$ cat config.mk
export PLATFORM = sky130hd
export DESIGN_NAME = i2c_slave_register_window_core_flat
export DESIGN_NICKNAME = d
export VERILOG_FILES = /design/src/hdl/i2cw_pkg.sv /design/src/hdl/i2cw_channels.sv /design/src/hdl/i2cw_table_mem.sv /design/src/hdl/i2cw_ctrl.sv /design/src/hdl/i2cw_out_stage.sv /design/src/hdl/i2c_slave_register_window_core.sv /design/src/flat_wrapper.sv
export VERILOG_INCLUDE_DIRS = /design/src /design/src/hdl
export SDC_FILE = /design/constraint.sdc
export NUM_CORES = 1
export LEC_CHECK = 0
export BUFFER_PORTS_ARGS = -buffer_cell sky130_fd_sc_hd__buf_2
export CAP_MARGIN = 10
export CORE_AREA = 2 2 133 135
export DETAILED_ROUTE_END_ITERATION = 8
export DIE_AREA = 0 0 135 137
export PLACE_DENSITY = 0.65
export SKIP_CTS_REPAIR_TIMING = 1
export SLEW_MARGIN = 20
export SYNTH_ARGS = -nofsm -noshare
export SYNTH_HDL_FRONTEND = slang
export SYNTH_SLANG_ARGS = --single-unit
$ cat constraint.sdc
create_clock -name i_clk -period 11.8 [get_ports i_clk]
set_input_delay 1.77 -clock i_clk [delete_from_list [all_inputs] [get_ports i_clk]]
set_output_delay 1.77 -clock i_clk [all_outputs]
set_load 0.02 [all_outputs]
$ cat src/hdl/i2c_slave_register_window_core_macros.svh
`ifndef I2C_SLAVE_REGISTER_WINDOW_CORE_MACROS_SVH
`define I2C_SLAVE_REGISTER_WINDOW_CORE_MACROS_SVH

`ifndef SYNTH
`define I2CW_ASSERT_NOW(lbl, clk, rst_n, ante, cons, msg) \
    lbl: assert property (@(posedge clk) disable iff (!rst_n) (ante) |-> (cons)) \
        else $error(msg);
`define I2CW_ASSERT_NEXT(lbl, clk, rst_n, ante, cons, msg) \
    lbl: assert property (@(posedge clk) disable iff (!rst_n) (ante) |=> (cons)) \
        else $error(msg);
`else
`define I2CW_ASSERT_NOW(lbl, clk, rst_n, ante, cons, msg)
`define I2CW_ASSERT_NEXT(lbl, clk, rst_n, ante, cons, msg)
`endif

`endif

$ cat src/hdl/i2cw_pkg.sv
`default_nettype none
package i2cw_pkg;

    localparam int BYTE_W = 8;
    localparam int NIB_W  = 4;
    localparam int OFF_W  = 5;
    localparam int FLAG_W = 4;

    localparam int FLAG_READ  = 0;
    localparam int FLAG_WRITE = 1;
    localparam int FLAG_NACK  = 2;
    localparam int FLAG_ERROR = 3;

    localparam logic [NIB_W-1:0]  WIN_BASE        = 4'hF;
    localparam logic [BYTE_W-1:0] BYTE_OUT_RANGE  = 8'hFB;
    localparam logic [BYTE_W-1:0] BYTE_OTHER_BASE = 8'hAE;

    typedef enum logic [1:0] {
        SRC_NONE       = 2'd0,
        SRC_TABLE      = 2'd1,
        SRC_OUT_RANGE  = 2'd2,
        SRC_OTHER_BASE = 2'd3
    } t_byte_src;

    typedef struct packed {
        logic              addr_match;
        logic              dir_read;
        logic              tx_request;
        logic              rx_valid;
        logic [BYTE_W-1:0] rx_byte;
        logic              nack_event;
        logic              stop_event;
        logic              bus_error;
        logic              arb_lost;
        logic              overrun;
    } t_evt;

    typedef struct packed {
        t_byte_src         src;
        logic              dir_send;
        logic [FLAG_W-1:0] flags;
    } t_res_info;

endpackage
`default_nettype wire

$ cat src/hdl/i2cw_channels.sv
`default_nettype none
interface i2cw_evt_if;
    import i2cw_pkg::*;

    logic              valid;
    logic              ready;
    logic              addr_match;
    logic              dir_read;
    logic              tx_request;
    logic              rx_valid;
    logic [BYTE_W-1:0] rx_byte;
    logic              nack_event;
    logic              stop_event;
    logic              bus_error;
    logic              arb_lost;
    logic              overrun;

    modport source (
        output valid, addr_match, dir_read, tx_request, rx_valid, rx_byte,
               nack_event, stop_event, bus_error, arb_lost, overrun,
        input  ready
    );
    modport sink (
        input  valid, addr_match, dir_read, tx_request, rx_valid, rx_byte,
               nack_event, stop_event, bus_error, arb_lost, overrun,
        output ready
    );
endinterface

interface i2cw_res_if;
    import i2cw_pkg::*;

    logic              valid;
    logic              ready;
    logic              tx_valid;
    logic [BYTE_W-1:0] tx_byte;
    logic              dir_send;
    logic              read_done;
    logic              write_done;
    logic              nack_seen;
    logic              error_seen;

    modport source (
        output valid, tx_valid, tx_byte, dir_send, read_done, write_done,
               nack_seen, error_seen,
        input  ready
    );
    modport sink (
        input  valid, tx_valid, tx_byte, dir_send, read_done, write_done,
               nack_seen, error_seen,
        output ready
    );
endinterface
`default_nettype wire

$ cat src/hdl/i2cw_table_mem.sv
`default_nettype none
module i2cw_table_mem #(
    parameter int TABLE_SIZE = 16,
    parameter int IDX_W      = 4
) (
    input  wire logic                       i_clk,
    input  wire logic                       i_rst_n,
    input  wire logic                       i_rd_en,
    input  wire logic [IDX_W-1:0]           i_rd_idx,
    input  wire logic                       i_wr_en,
    input  wire logic [IDX_W-1:0]           i_wr_idx,
    input  wire logic [i2cw_pkg::BYTE_W-1:0] i_wr_data,
    output logic      [i2cw_pkg::BYTE_W-1:0] o_rd_data
);
    import i2cw_pkg::*;

    logic [BYTE_W-1:0]     r_mem [TABLE_SIZE];
    logic [TABLE_SIZE-1:0] r_written;
    logic [BYTE_W-1:0]     r_rd_data;
    logic                  r_rd_ok;

    // read sees the contents before a write on the same edge
    always_ff @(posedge i_clk) begin
        if (i_rd_en) begin
            r_rd_data <= r_mem[i_rd_idx];
        end
        if (i_wr_en) begin
            r_mem[i_wr_idx] <= i_wr_data;
        end
    end

    always_ff @(posedge i_clk) begin
        if (!i_rst_n) begin
            r_written <= '0;
            r_rd_ok   <= 1'b0;
        end else begin
            if (i_rd_en) begin
                r_rd_ok <= r_written[i_rd_idx];
            end
            if (i_wr_en) begin
                r_written[i_wr_idx] <= 1'b1;
            end
        end
    end

    assign o_rd_data = r_rd_ok ? r_rd_data : '0;
endmodule
`default_nettype wire

$ cat src/hdl/i2cw_ctrl.sv
`default_nettype none
`include "i2c_slave_register_window_core_macros.svh"
module i2cw_ctrl #(
    parameter int TABLE_SIZE = 16,
    parameter int IDX_W      = 4
) (
    input  wire logic                        i_clk,
    input  wire logic                        i_rst_n,
    input  wire logic                        i_cfg_we,
    input  wire logic                        i_cfg_wdata,
    input  wire logic                        i_accept,
    input  wire i2cw_pkg::t_evt              i_evt,
    output i2cw_pkg::t_res_info              o_info,
    output logic                             o_rd_en,
    output logic      [IDX_W-1:0]            o_rd_idx,
    output logic                             o_wr_en,
    output logic      [IDX_W-1:0]            o_wr_idx,
    output logic      [i2cw_pkg::BYTE_W-1:0] o_wr_data
);
    import i2cw_pkg::*;

    localparam logic [OFF_W-1:0] TS_OFF = OFF_W'(TABLE_SIZE);

    logic              r_no_stretch;
    logic [NIB_W-1:0]  r_base, n_base;
    logic [OFF_W-1:0]  r_off, n_off;
    logic              r_first_seen, n_first_seen;
    logic              r_send_dir, n_send_dir;
    logic [FLAG_W-1:0] r_flags, n_flags;
    t_byte_src         src;
    logic [OFF_W-1:0]  rd_off;
    logic [OFF_W-1:0]  wr_off;
    logic              wr_hit;

    always_comb begin
        n_base       = r_base;
        n_off        = r_off;
        n_first_seen = r_first_seen;
        n_send_dir   = r_send_dir;
        n_flags      = r_flags;
        src          = SRC_NONE;
        rd_off       = r_off;
        wr_off       = r_off;
        wr_hit       = 1'b0;

        // preload on read address match while no_stretch is clear, no wrap
        if (i_evt.addr_match) begin
            if (i_evt.dir_read) begin
                n_send_dir = 1'b1;
                if (!r_no_stretch) begin
                    if (n_base != WIN_BASE) begin
                        src = SRC_OTHER_BASE;
                    end else if (n_off >= TS_OFF) begin
                        src = SRC_OUT_RANGE;
                    end else begin
                        src    = SRC_TABLE;
                        rd_off = n_off;
                        n_off  = n_off + OFF_W'(1);
                    end
                end
            end else begin
                n_send_dir = 1'b0;
            end
        end

        if (i_evt.tx_request) begin
            if (n_base != WIN_BASE) begin
                src = SRC_OTHER_BASE;
            end else if (n_off >= TS_OFF) begin
                src = SRC_OUT_RANGE;
            end else begin
                src    = SRC_TABLE;
                rd_off = n_off;
                n_off  = (n_off + OFF_W'(1) >= TS_OFF) ? '0 : n_off + OFF_W'(1);
            end
        end

        if (i_evt.rx_valid) begin
            if (n_first_seen) begin
                if (n_base == WIN_BASE && n_off < TS_OFF) begin
                    wr_hit = 1'b1;
                    wr_off = n_off;
                    n_off  = (n_off + OFF_W'(1) >= TS_OFF) ? '0 : n_off + OFF_W'(1);
                end
            end else begin
                n_base       = i_evt.rx_byte[BYTE_W-1:NIB_W];
                n_off        = OFF_W'(i_evt.rx_byte[NIB_W-1:0]);
                n_first_seen = 1'b1;
            end
        end

        if (i_evt.nack_event) begin
            n_first_seen         = 1'b0;
            n_flags[FLAG_NACK]   = 1'b1;
        end

        if (i_evt.stop_event) begin
            if (n_send_dir) begin
                n_send_dir         = 1'b0;
                n_flags[FLAG_READ] = 1'b1;
            end else begin
                n_flags[FLAG_WRITE] = 1'b1;
            end
            n_first_seen = 1'b0;
        end

        if (i_evt.bus_error || i_evt.arb_lost || i_evt.overrun) begin
            n_flags[FLAG_ERROR] = 1'b1;
        end
    end

    always_ff @(posedge i_clk) begin
        if (!i_rst_n) begin
            r_no_stretch <= 1'b1;
            r_base       <= '0;
            r_off        <= '0;
            r_first_seen <= 1'b0;
            r_send_dir   <= 1'b0;
            r_flags      <= '0;
        end else begin
            if (i_cfg_we) begin
                r_no_stretch <= i_cfg_wdata;
            end
            if (i_accept) begin
                r_base       <= n_base;
                r_off        <= n_off;
                r_first_seen <= n_first_seen;
                r_send_dir   <= n_send_dir;
                r_flags      <= n_flags;
            end
        end
    end

    assign o_info.src      = src;
    assign o_info.dir_send = n_send_dir;
    assign o_info.flags    = n_flags;
    assign o_rd_en         = i_accept && (src == SRC_TABLE);
    assign o_rd_idx        = rd_off[IDX_W-1:0];
    assign o_wr_en         = i_accept && wr_hit;
    assign o_wr_idx        = wr_off[IDX_W-1:0];
    assign o_wr_data       = i_evt.rx_byte;

    `I2CW_ASSERT_NOW(a_table_read_in_window, i_clk, i_rst_n, o_rd_en, (r_base == WIN_BASE) && (rd_off < TS_OFF), "table read outside the window")
    `I2CW_ASSERT_NOW(a_table_write_in_range, i_clk, i_rst_n, o_wr_en, wr_off < TS_OFF, "table write outside the table")
    `I2CW_ASSERT_NEXT(a_flags_sticky, i_clk, i_rst_n, 1'b1, (r_flags & $past(r_flags)) == $past(r_flags), "sticky flag cleared")
endmodule
`default_nettype wire

$ cat src/hdl/i2cw_out_stage.sv
`default_nettype none
`include "i2c_slave_register_window_core_macros.svh"
module i2cw_out_stage (
    input  wire logic                        i_clk,
    input  wire logic                        i_rst_n,
    input  wire logic                        i_load,
    input  wire i2cw_pkg::t_res_info         i_info,
    input  wire logic [i2cw_pkg::BYTE_W-1:0] i_rd_data,
    output logic                             o_in_ready,
    i2cw_res_if.source                       o_res
);
    import i2cw_pkg::*;

    logic              r_s1_valid;
    t_res_info         r_s1;
    logic              r_o_valid;
    logic              r_o_tx_valid;
    logic [BYTE_W-1:0] r_o_tx_byte;
    logic              r_o_dir_send;
    logic [FLAG_W-1:0] r_o_flags;
    logic              move;
    logic [BYTE_W-1:0] s1_byte;

    assign move       = r_s1_valid && (!r_o_valid || o_res.ready);
    assign o_in_ready = !r_s1_valid || move;

    always_comb begin
        case (r_s1.src)
            SRC_TABLE:      s1_byte = i_rd_data;
            SRC_OUT_RANGE:  s1_byte = BYTE_OUT_RANGE;
            SRC_OTHER_BASE: s1_byte = BYTE_OTHER_BASE;
            default:        s1_byte = '0;
        endcase
    end

    always_ff @(posedge i_clk) begin
        if (!i_rst_n) begin
            r_s1_valid <= 1'b0;
            r_o_valid  <= 1'b0;
        end else begin
            if (i_load) begin
                r_s1_valid <= 1'b1;
            end else if (move) begin
                r_s1_valid <= 1'b0;
            end
            if (move) begin
                r_o_valid <= 1'b1;
            end else if (o_res.ready) begin
                r_o_valid <= 1'b0;
            end
        end
    end

    always_ff @(posedge i_clk) begin
        if (i_load) begin
            r_s1 <= i_info;
        end
        if (move) begin
            r_o_tx_valid <= (r_s1.src != SRC_NONE);
            r_o_tx_byte  <= s1_byte;
            r_o_dir_send <= r_s1.dir_send;
            r_o_flags    <= r_s1.flags;
        end
    end

    assign o_res.valid      = r_o_valid;
    assign o_res.tx_valid   = r_o_tx_valid;
    assign o_res.tx_byte    = r_o_tx_byte;
    assign o_res.dir_send   = r_o_dir_send;
    assign o_res.read_done  = r_o_flags[FLAG_READ];
    assign o_res.write_done = r_o_flags[FLAG_WRITE];
    assign o_res.nack_seen  = r_o_flags[FLAG_NACK];
    assign o_res.error_seen = r_o_flags[FLAG_ERROR];

    `I2CW_ASSERT_NOW(a_full_stall_blocks_input, i_clk, i_rst_n, r_s1_valid && r_o_valid && !o_res.ready, !o_in_ready, "input taken while both stages are held")
    `I2CW_ASSERT_NEXT(a_move_fills_output, i_clk, i_rst_n, move, r_o_valid, "item lost between stages")
    `I2CW_ASSERT_NEXT(a_load_fills_stage, i_clk, i_rst_n, i_load, r_s1_valid, "accepted item not held")
endmodule
`default_nettype wire

$ cat src/hdl/i2c_slave_register_window_core.sv
`default_nettype none
// Slave side of an I2C register window. A new event item may be taken before the result of the
// last has left, whenever ready is high; each result passes through the table memory's registered
// read and the output register. Ready falls only when an item waits in the read stage while the
// output register is held by the sink. The byte table lives in a synchronous memory with one
// write port and one read port; per-entry written bits cleared by reset make unwritten entries
// read as zero, so no clearing pass is needed. no_stretch resets to 1 and is written through
// i_cfg_we/i_cfg_wdata; the user must write it only while the block is idle (not enforced).
module i2c_slave_register_window_core #(
    parameter int TABLE_SIZE = 16
) (
    input  wire logic  i_clk,
    input  wire logic  i_rst_n,
    input  wire logic  i_cfg_we,
    input  wire logic  i_cfg_wdata,
    i2cw_evt_if.sink   i_evt,
    i2cw_res_if.source o_res
);
    import i2cw_pkg::*;

    localparam int IDX_W = (TABLE_SIZE > 1) ? $clog2(TABLE_SIZE) : 1;

    t_evt              evt;
    t_res_info         info;
    logic              accept;
    logic              in_ready;
    logic              rd_en;
    logic [IDX_W-1:0]  rd_idx;
    logic              wr_en;
    logic [IDX_W-1:0]  wr_idx;
    logic [BYTE_W-1:0] wr_data;
    logic [BYTE_W-1:0] rd_data;

    assign evt.addr_match = i_evt.addr_match;
    assign evt.dir_read   = i_evt.dir_read;
    assign evt.tx_request = i_evt.tx_request;
    assign evt.rx_valid   = i_evt.rx_valid;
    assign evt.rx_byte    = i_evt.rx_byte;
    assign evt.nack_event = i_evt.nack_event;
    assign evt.stop_event = i_evt.stop_event;
    assign evt.bus_error  = i_evt.bus_error;
    assign evt.arb_lost   = i_evt.arb_lost;
    assign evt.overrun    = i_evt.overrun;

    assign i_evt.ready = in_ready;
    assign accept      = i_evt.valid && in_ready;

    i2cw_ctrl #(
        .TABLE_SIZE (TABLE_SIZE),
        .IDX_W      (IDX_W)
    ) u_ctrl (
        .i_clk       (i_clk),
        .i_rst_n     (i_rst_n),
        .i_cfg_we    (i_cfg_we),
        .i_cfg_wdata (i_cfg_wdata),
        .i_accept    (accept),
        .i_evt       (evt),
        .o_info      (info),
        .o_rd_en     (rd_en),
        .o_rd_idx    (rd_idx),
        .o_wr_en     (wr_en),
        .o_wr_idx    (wr_idx),
        .o_wr_data   (wr_data)
    );

    i2cw_table_mem #(
        .TABLE_SIZE (TABLE_SIZE),
        .IDX_W      (IDX_W)
    ) u_table_mem (
        .i_clk     (i_clk),
        .i_rst_n   (i_rst_n),
        .i_rd_en   (rd_en),
        .i_rd_idx  (rd_idx),
        .i_wr_en   (wr_en),
        .i_wr_idx  (wr_idx),
        .i_wr_data (wr_data),
        .o_rd_data (rd_data)
    );

    i2cw_out_stage u_out_stage (
        .i_clk      (i_clk),
        .i_rst_n    (i_rst_n),
        .i_load     (accept),
        .i_info     (info),
        .i_rd_data  (rd_data),
        .o_in_ready (in_ready),
        .o_res      (o_res)
    );
endmodule
`default_nettype wire
$ cat src/flat_wrapper.sv
// flat-port wrapper written by rule: the top's interface ports become plain ports
module i2c_slave_register_window_core_flat import i2cw_pkg::*;
#(
    parameter int TABLE_SIZE = 16
)
  (i_clk, i_rst_n, i_cfg_we, i_cfg_wdata, i_evt_valid, i_evt_addr_match, i_evt_dir_read, i_evt_tx_request, i_evt_rx_valid, i_evt_rx_byte, i_evt_nack_event, i_evt_stop_event, i_evt_bus_error, i_evt_arb_lost, i_evt_overrun, i_evt_ready, o_res_valid, o_res_tx_valid, o_res_tx_byte, o_res_dir_send, o_res_read_done, o_res_write_done, o_res_nack_seen, o_res_error_seen, o_res_ready);
  i2cw_evt_if i_evt_i ();
  i2cw_res_if o_res_i ();
  input  wire logic i_clk;
  input  wire logic i_rst_n;
  input  wire logic i_cfg_we;
  input  wire logic i_cfg_wdata;
  input wire logic [$bits(i_evt_i.valid)-1:0] i_evt_valid;
  input wire logic [$bits(i_evt_i.addr_match)-1:0] i_evt_addr_match;
  input wire logic [$bits(i_evt_i.dir_read)-1:0] i_evt_dir_read;
  input wire logic [$bits(i_evt_i.tx_request)-1:0] i_evt_tx_request;
  input wire logic [$bits(i_evt_i.rx_valid)-1:0] i_evt_rx_valid;
  input wire logic [$bits(i_evt_i.rx_byte)-1:0] i_evt_rx_byte;
  input wire logic [$bits(i_evt_i.nack_event)-1:0] i_evt_nack_event;
  input wire logic [$bits(i_evt_i.stop_event)-1:0] i_evt_stop_event;
  input wire logic [$bits(i_evt_i.bus_error)-1:0] i_evt_bus_error;
  input wire logic [$bits(i_evt_i.arb_lost)-1:0] i_evt_arb_lost;
  input wire logic [$bits(i_evt_i.overrun)-1:0] i_evt_overrun;
  output wire logic [$bits(i_evt_i.ready)-1:0] i_evt_ready;
  output wire logic [$bits(o_res_i.valid)-1:0] o_res_valid;
  output wire logic [$bits(o_res_i.tx_valid)-1:0] o_res_tx_valid;
  output wire logic [$bits(o_res_i.tx_byte)-1:0] o_res_tx_byte;
  output wire logic [$bits(o_res_i.dir_send)-1:0] o_res_dir_send;
  output wire logic [$bits(o_res_i.read_done)-1:0] o_res_read_done;
  output wire logic [$bits(o_res_i.write_done)-1:0] o_res_write_done;
  output wire logic [$bits(o_res_i.nack_seen)-1:0] o_res_nack_seen;
  output wire logic [$bits(o_res_i.error_seen)-1:0] o_res_error_seen;
  input wire logic [$bits(o_res_i.ready)-1:0] o_res_ready;
  assign i_evt_i.valid = i_evt_valid;
  assign i_evt_i.addr_match = i_evt_addr_match;
  assign i_evt_i.dir_read = i_evt_dir_read;
  assign i_evt_i.tx_request = i_evt_tx_request;
  assign i_evt_i.rx_valid = i_evt_rx_valid;
  assign i_evt_i.rx_byte = i_evt_rx_byte;
  assign i_evt_i.nack_event = i_evt_nack_event;
  assign i_evt_i.stop_event = i_evt_stop_event;
  assign i_evt_i.bus_error = i_evt_bus_error;
  assign i_evt_i.arb_lost = i_evt_arb_lost;
  assign i_evt_i.overrun = i_evt_overrun;
  assign i_evt_ready = i_evt_i.ready;
  assign o_res_valid = o_res_i.valid;
  assign o_res_tx_valid = o_res_i.tx_valid;
  assign o_res_tx_byte = o_res_i.tx_byte;
  assign o_res_dir_send = o_res_i.dir_send;
  assign o_res_read_done = o_res_i.read_done;
  assign o_res_write_done = o_res_i.write_done;
  assign o_res_nack_seen = o_res_i.nack_seen;
  assign o_res_error_seen = o_res_i.error_seen;
  assign o_res_i.ready = o_res_ready;
  i2c_slave_register_window_core #(.TABLE_SIZE(TABLE_SIZE)) u_core (.i_clk(i_clk), .i_rst_n(i_rst_n), .i_cfg_we(i_cfg_we), .i_cfg_wdata(i_cfg_wdata), .i_evt(i_evt_i), .o_res(o_res_i));
endmodule
# After elaboration in Yosys (flattened, before gate mapping)
# Memories as Yosys holds them, arrays and structs flattened. A register that Yosys moved wholly into a read port is not among the register bits.
# Index checks and enable logic that the tools add are counted.
[word_totals]
memories = 1
ram_bits = 128
input_bits = 23
elab_cells = 108
register_bits = 56
[mem_list]
columns = ["memory", "words", "word_bits", "read_ports", "rd_clocked_by_memory_dff", "write_ports", "line_no", "rtl"]
rows = [
  ["u_core.u_table_mem.r_mem", 16, 8, 1, 1, 1, "i2cw_table_mem.sv:17", "logic [BYTE_W-1:0] r_mem [TABLE_SIZE];"],
]
[op_classes]
n_lt_le_gt_ge = 8
n_addsub = 3
bitwise = 2
reduce_logical = 18
eq_ne = 6
n_mux = 53
[ops]
columns = ["op", "count"]
rows = [
  ["two-way mux 5 bit", 13],
  ["two-way mux 4 bit", 6],
  ["case mux 8 bit (3 select lines)", 1],
  ["two-way mux 1 bit", 21],
  [">= comparator 5 bit (second input constant)", 4],
  ["two-way mux 2 bit", 9],
  ["OR 16 bit", 1],
  ["adder 5 x 1 -> 5 bit (second input constant)", 3],
  ["less-than comparator 4 x 5 -> 1 bit (second input constant)", 2],
  ["two-way mux 8 bit", 1],
  ["logical AND 1 bit", 6],
  ["nonzero test 2 bit", 3],
  ["less-than comparator 5 bit (second input constant)", 1],
  ["binary-select mux 1 bit (select 4 bit)", 1],
  ["demux 1 bit (select 4 bit)", 1],
  ["equality test 2 x 1 -> 1 bit (second input constant)", 2],
  ["equality test 2 bit (second input constant)", 2],
  ["equality test 4 bit (second input constant)", 1],
  [">= comparator 4 x 1 -> 1 bit (second input constant)", 1],
  ["logical OR 1 bit", 4],
  ["!= test 4 bit (second input constant)", 1],
  ["AND reduction 3 bit", 1],
  ["nonzero test 3 bit", 1],
  ["zero test 1 bit", 2],
  ["other kinds (2)", 2],
]

# Depth between registers and ports, before layout
[depth]
depth_word = 22
ltp_mapped = 16
ltp_nobuf = 14

# Modules after synthesis
# Synthesis repeated with hierarchy kept, for this count alone.
[hier_totals]
cells_unflattened = 478
area_unflattened_um2 = 8091.5
[modules_own_cells]
columns = ["mod", "area_each_um2", "seq_area_each_um2", "cells_per_inst", "instances"]
rows = [
  ["i2cw_table_mem", 5948.2, 4424.2, 270, 1],
  ["i2cw_ctrl", 1340.0, 320.3, 167, 1],
  ["i2cw_out_stage", 797.0, 670.6, 40, 1],
  ["i2c_slave_register_window_core", 6.3, 0.0, 1, 1],
]

# Least setup slack after synthesis
# OpenSTA, ideal clock, no wires.
[synth_path]
path_type = "in2reg"
from = "in i_evt_addr_match"
to = "mem u_core.u_table_mem.r_mem[4][0] (enable)"
required_time_ns = 11.426
slack_ns = 6.853
t_arrival_ns = 4.573
stages = 12
cell_sequence = "nand3b_1 -> buf_2 -> nor3_1 -> o21ai_0 -> ha_1 -> nand2_1 -> a211oi_1 -> a2111oi_1 -> nand2b_1 -> xnor2_1 -> nand4_1 -> nor2_1"
[synth_between]
elab_chain_cells = 15
word_cells_on_any_way = 19
cone_classes = "1 x add/sub; 3 x order compare; 13 x mux; 2 x reduce/logical"
[synth_lines]
columns = ["item", "line_no", "rtl"]
rows = [
  ["start, declared", "flat_wrapper.sv:14", "input wire logic [$bits(i_evt_i.addr_match)-1:0] i_evt_addr_match;"],
  ["two-way mux 5 bit *", "i2cw_ctrl.sv:47", "if (i_evt.addr_match) begin"],
  ["adder 5 x 1 -> 5 bit", "i2cw_ctrl.sv:74", "n_off = (n_off + OFF_W'(1) >= TS_OFF) ? '0 : n_off + OFF_W'(1);"],
  [">= comparator 5 bit", "i2cw_ctrl.sv:74", ""],
  ["two-way mux 5 bit", "i2cw_ctrl.sv:74", ""],
  ["two-way mux 5 bit", "i2cw_ctrl.sv:69", "end else if (n_off >= TS_OFF) begin"],
  ["two-way mux 5 bit", "i2cw_ctrl.sv:67", "if (n_base != WIN_BASE) begin"],
  ["two-way mux 5 bit *", "i2cw_ctrl.sv:66", "if (i_evt.tx_request) begin"],
  ["less-than comparator 5 bit", "i2cw_ctrl.sv:80", "if (n_base == WIN_BASE && n_off < TS_OFF) begin"],
  ["logical AND 1 bit", "i2cw_ctrl.sv:80", ""],
  ["two-way mux 1 bit", "i2cw_ctrl.sv:80", ""],
  ["two-way mux 1 bit", "i2cw_ctrl.sv:79", "if (n_first_seen) begin"],
  ["two-way mux 1 bit", "i2cw_ctrl.sv:78", "if (i_evt.rx_valid) begin"],
  ["logical AND 1 bit", "i2cw_ctrl.sv:139", "assign o_wr_en = i_accept && wr_hit;"],
  ["two-way mux 1 bit", "i2cw_table_mem.sv:27", "if (i_wr_en) begin"],
  ["two-way mux 1 bit (implied by the code)", "i2cw_table_mem.sv:28", "r_mem[i_wr_idx] <= i_wr_data;"],
  ["end, declared", "i2cw_table_mem.sv:17", ""],
]
# Every way passes the cells marked *; elsewhere a longest branch is shown, timed or not.

# Worst setup path after layout
[layout_path]
from = "in i_evt_addr_match"
to = "mem u_core.u_table_mem.r_mem[2][5] (enable)"
# The elaborated chain is that of the path after synthesis.

==> flow_summary.json <==
{
  "dieArea_um2": 18500,
  "rsz0062_at_grt": "false",
  "portBuffers": 38,
  "hp-class": "reg -> reg",
  "yosysWarnings": 0,
  "cts_root_buf": "clkbuf_16",
  "grt_pass1_wl_um": 31300,
  "rows": 48,
  "syn-num-nets": 735,
  "antenna-diode-count": 0,
  "firstDrtPassIters": 5,
  "cts_buffer_depth": 2,
  "cts.clk_slew.worst_paths_ns": 0.07,
  "grt_max_degree": 63,
  "max_stage_delay_ns": 0.66,
  "worstSetupEndpointType": "flop",
  "grt_pass1_vias": 5491,
  "grt_antenna_before_repair": 0,
  "nets": 756,
  "drv_slew": 0,
  "cap_violations": 0,
  "power.density_nw_per_um2": 151,
  "ioPinCount": 39,
  "fp.coreArea_um2": 17100,
  "setup_tns_ns": 0,
  "yosysSeqAreaShare_pct": 64.5,
  "status": "completed",
  "avgSynthCellArea_um2": 11.9,
  "path_class": "in -> reg",
  "fin_crit_ns": 5.48,
  "worstPathArrival_ns": 5.55,
  "fin_skew_ns": 0.00930,
  "cts.sinks": 192,
  "worst_slew_pin_slew_ns": 1.11,
  "grt_use_total_pct": 23.0,
  "grt_overflow": 0,
  "cts_inserted_buffers": 17,
  "synthToLayoutAreaGrowth_pct": 11.2,
  "syn_area_um2": 8400,
  "fin_crit_sh_pct": 46.5,
  "synth_ff_type": "edfxtp_1",
  "vias": 5800,
  "cp.required_ns": 11.86,
  "fmax_mhz": 182,
  "p_leak_nw": 3.28,
  "synth_edf_count": 157,
  "ys_types": 70,
  "total_power_w": 0.00142,
  "ctsHtreeMaxLevel": 4,
  "initial_core_util_pct": 49.3,
  "dpl.hpwl_um": 13000,
  "finalHoldViolCount": 0,
  "cts_tree": "done",
  "relSlewSlack_pct": 26.1,
  "syn_inst": 708,
  "antenna_left": 0,
  "wl_per_cell_um": 21.0,
  "synth-seq-cells": 192,
  "die_y_um": 137,
  "post-route-drc-count": 0,
  "crit_slowest_cell": "a2111oi_1",
  "fp.dieW_um": 135,
  "drt-total-wl_um": 20300,
  "drtIter0Drc": 469,
  "clk_latency_ns": 0.43,
  "drive_above_1_share_pct": 13.3,
  "worstPathMaxFanout": 11,
  "max-vdd-ir-drop_mv": 0.0920,
  "synthArstFlopShare_pct": 0,
  "crit_chain": "buf_2, nand3b_1, nor3_1, o21ai_0, ha_1, nand2_1, a211oi_1, a2111oi_1, nand2b_1, xor2_1, nand4_1, nor2_1",
  "cp-start-kind": "input port",
  "setup_violations": 0,
  "gp_congestion": 0.866,
  "viasPerCell": 6.00
}
[Yosys cell counts, types with 6 or more instances]
| library cell | number | share of area (%) |
|---|---|---|
| a211oi_1 | 12 | 1.1 |
| a21oi_1 | 21 | 1.3 |
| a311oi_1 | 16 | 1.7 |
| a31oi_1 | 19 | 1.4 |
| and2_1 | 7 | 0.52 |
| and3_1 | 27 | 2.0 |
| buf_2 | 16 | 0.95 |
| clkbuf_1 | 18 | 0.80 |
| dfxtp_1 | 35 | 8.3 |
| edfxtp_1 | 157 | 56 |
| mux2i_1 | 7 | 0.83 |
| nand2_1 | 161 | 7.2 |
| nand3_1 | 32 | 1.9 |
| nand4_1 | 6 | 0.45 |
| nor2_1 | 32 | 1.4 |
| nor2b_1 | 9 | 0.67 |
| o21a_1 | 18 | 1.6 |
| o21ai_0 | 10 | 0.60 |
[worst max-delay path, delay by kind of cell]
kind	cells	cell delay [ns]
xor gates and xnor gates	1	0.32
adders and majority gates	1	0.25
buffers and inverters	1	0.13
and+or+nand+nor	6	2.18
AOI/OAI and AO/OA	3	0.89
[kinds of logic after synthesis]
group,after synthesis,synth area share (%)
buffers and inverters,49,2.75
DFF,192,64.5
xor gates and xnor gates,10,1.58
adders and majority gates,4,0.596
muxes,8,0.968
AOI/OAI and AO/OA,148,13.1
and+or+nand+nor,297,16.5
[stage by stage]
step	hold slack (ns)	utilization (%)	setup slack (ns)	cells	instance area, µm²
after floorplan	0.400	-	6.85	708	8400
after global placement	0.402	51.2	6.07	933	8730
after detailed placement	0.405	51.2	5.99	933	8730
after CTS	0.424	54.5	6.44	965	9300
after global routing	0.432	54.8	5.88	967	9340
final	0.422	54.8	6.32	967	9340
[routing by layer]
| metal | vias up | share of wire (%) | routed length (µm) | track usage, % |
|---|---|---|---|---|
| li1 | 2673 | - | - | - |
| met3 | 28 | 5.0 | 1020 | 4.52 |
| met4 | 0 | 1.6 | 318 | 6.48 |
| met5 | - | 0 | 0 | 0 |
| met1 | 2917 | 44 | 8910 | 31.9 |
| met2 | 182 | 50 | 10100 | 37.4 |
[worst paths after layout]
check	cells past startpoint	from	endpoint	slack, ns
max	12	i_evt_addr_match	u_core.u_table_mem.r_mem[2][5]	6.32
min	0	u_core.u_out_stage.r_s1[3]	u_core.u_out_stage.r_o_flags[3]	0.42
max reg2reg	12	u_core.u_ctrl.r_off[0]	u_core.u_table_mem.r_mem[2][5]	7.35
min reg2reg	0	u_core.u_out_stage.r_s1[3]	u_core.u_out_stage.r_o_flags[3]	0.42
[layout make-up]
type / instances / area [µm²]
Fill cell: 1435 / 7710
Sequential cell: 192 / 5420
Multi-Input combinational cell: 467 / 2790
Clock buffer: 17 / 425
Tap cell: 225 / 282
Timing Repair Buffer: 44 / 263
Clock inverter: 15 / 146
Inverter: 7 / 26.3
[sequential cells by signal, indices dropped and copies added, names as in the netlist]
name	flops
u_core.u_ctrl.r_base	4
u_core.u_ctrl.r_first_seen	1
u_core.u_ctrl.r_flags	4
u_core.u_ctrl.r_no_stretch	1
u_core.u_ctrl.r_off	5
u_core.u_ctrl.r_send_dir	1
u_core.u_out_stage.o_res.dir_send	1
u_core.u_out_stage.o_res.tx_byte	8
u_core.u_out_stage.o_res.tx_valid	1
u_core.u_out_stage.o_res.valid	1
u_core.u_out_stage.r_o_flags	4
u_core.u_out_stage.r_s1	7
u_core.u_out_stage.r_s1_valid	1
u_core.u_table_mem.r_mem	128
u_core.u_table_mem.r_rd_data	8
u_core.u_table_mem.r_rd_ok	1
u_core.u_table_mem.r_written	16
[placed cells by master, fill, tap and decap left out, drive strengths merged, types with 12 or more instances in the layout]
cell,instances
buf,44
a311oi,16
a31oi,19
nor2,32
inv,14
o21ai,14
a21oi,21
o21a,18
and3,28
edfxtp,157
clkbuf,17
nand3,32
dfxtp,35
a211oi,12
nand2,161
[report_power, final]
part	switching, W	internal [W]
registers	0.00000645	0.000740
logic	0.0000752	0.0000348
clock network	0.000262	0.000297
total	0.000343	0.00107
(Power assumes the default switching activity.)
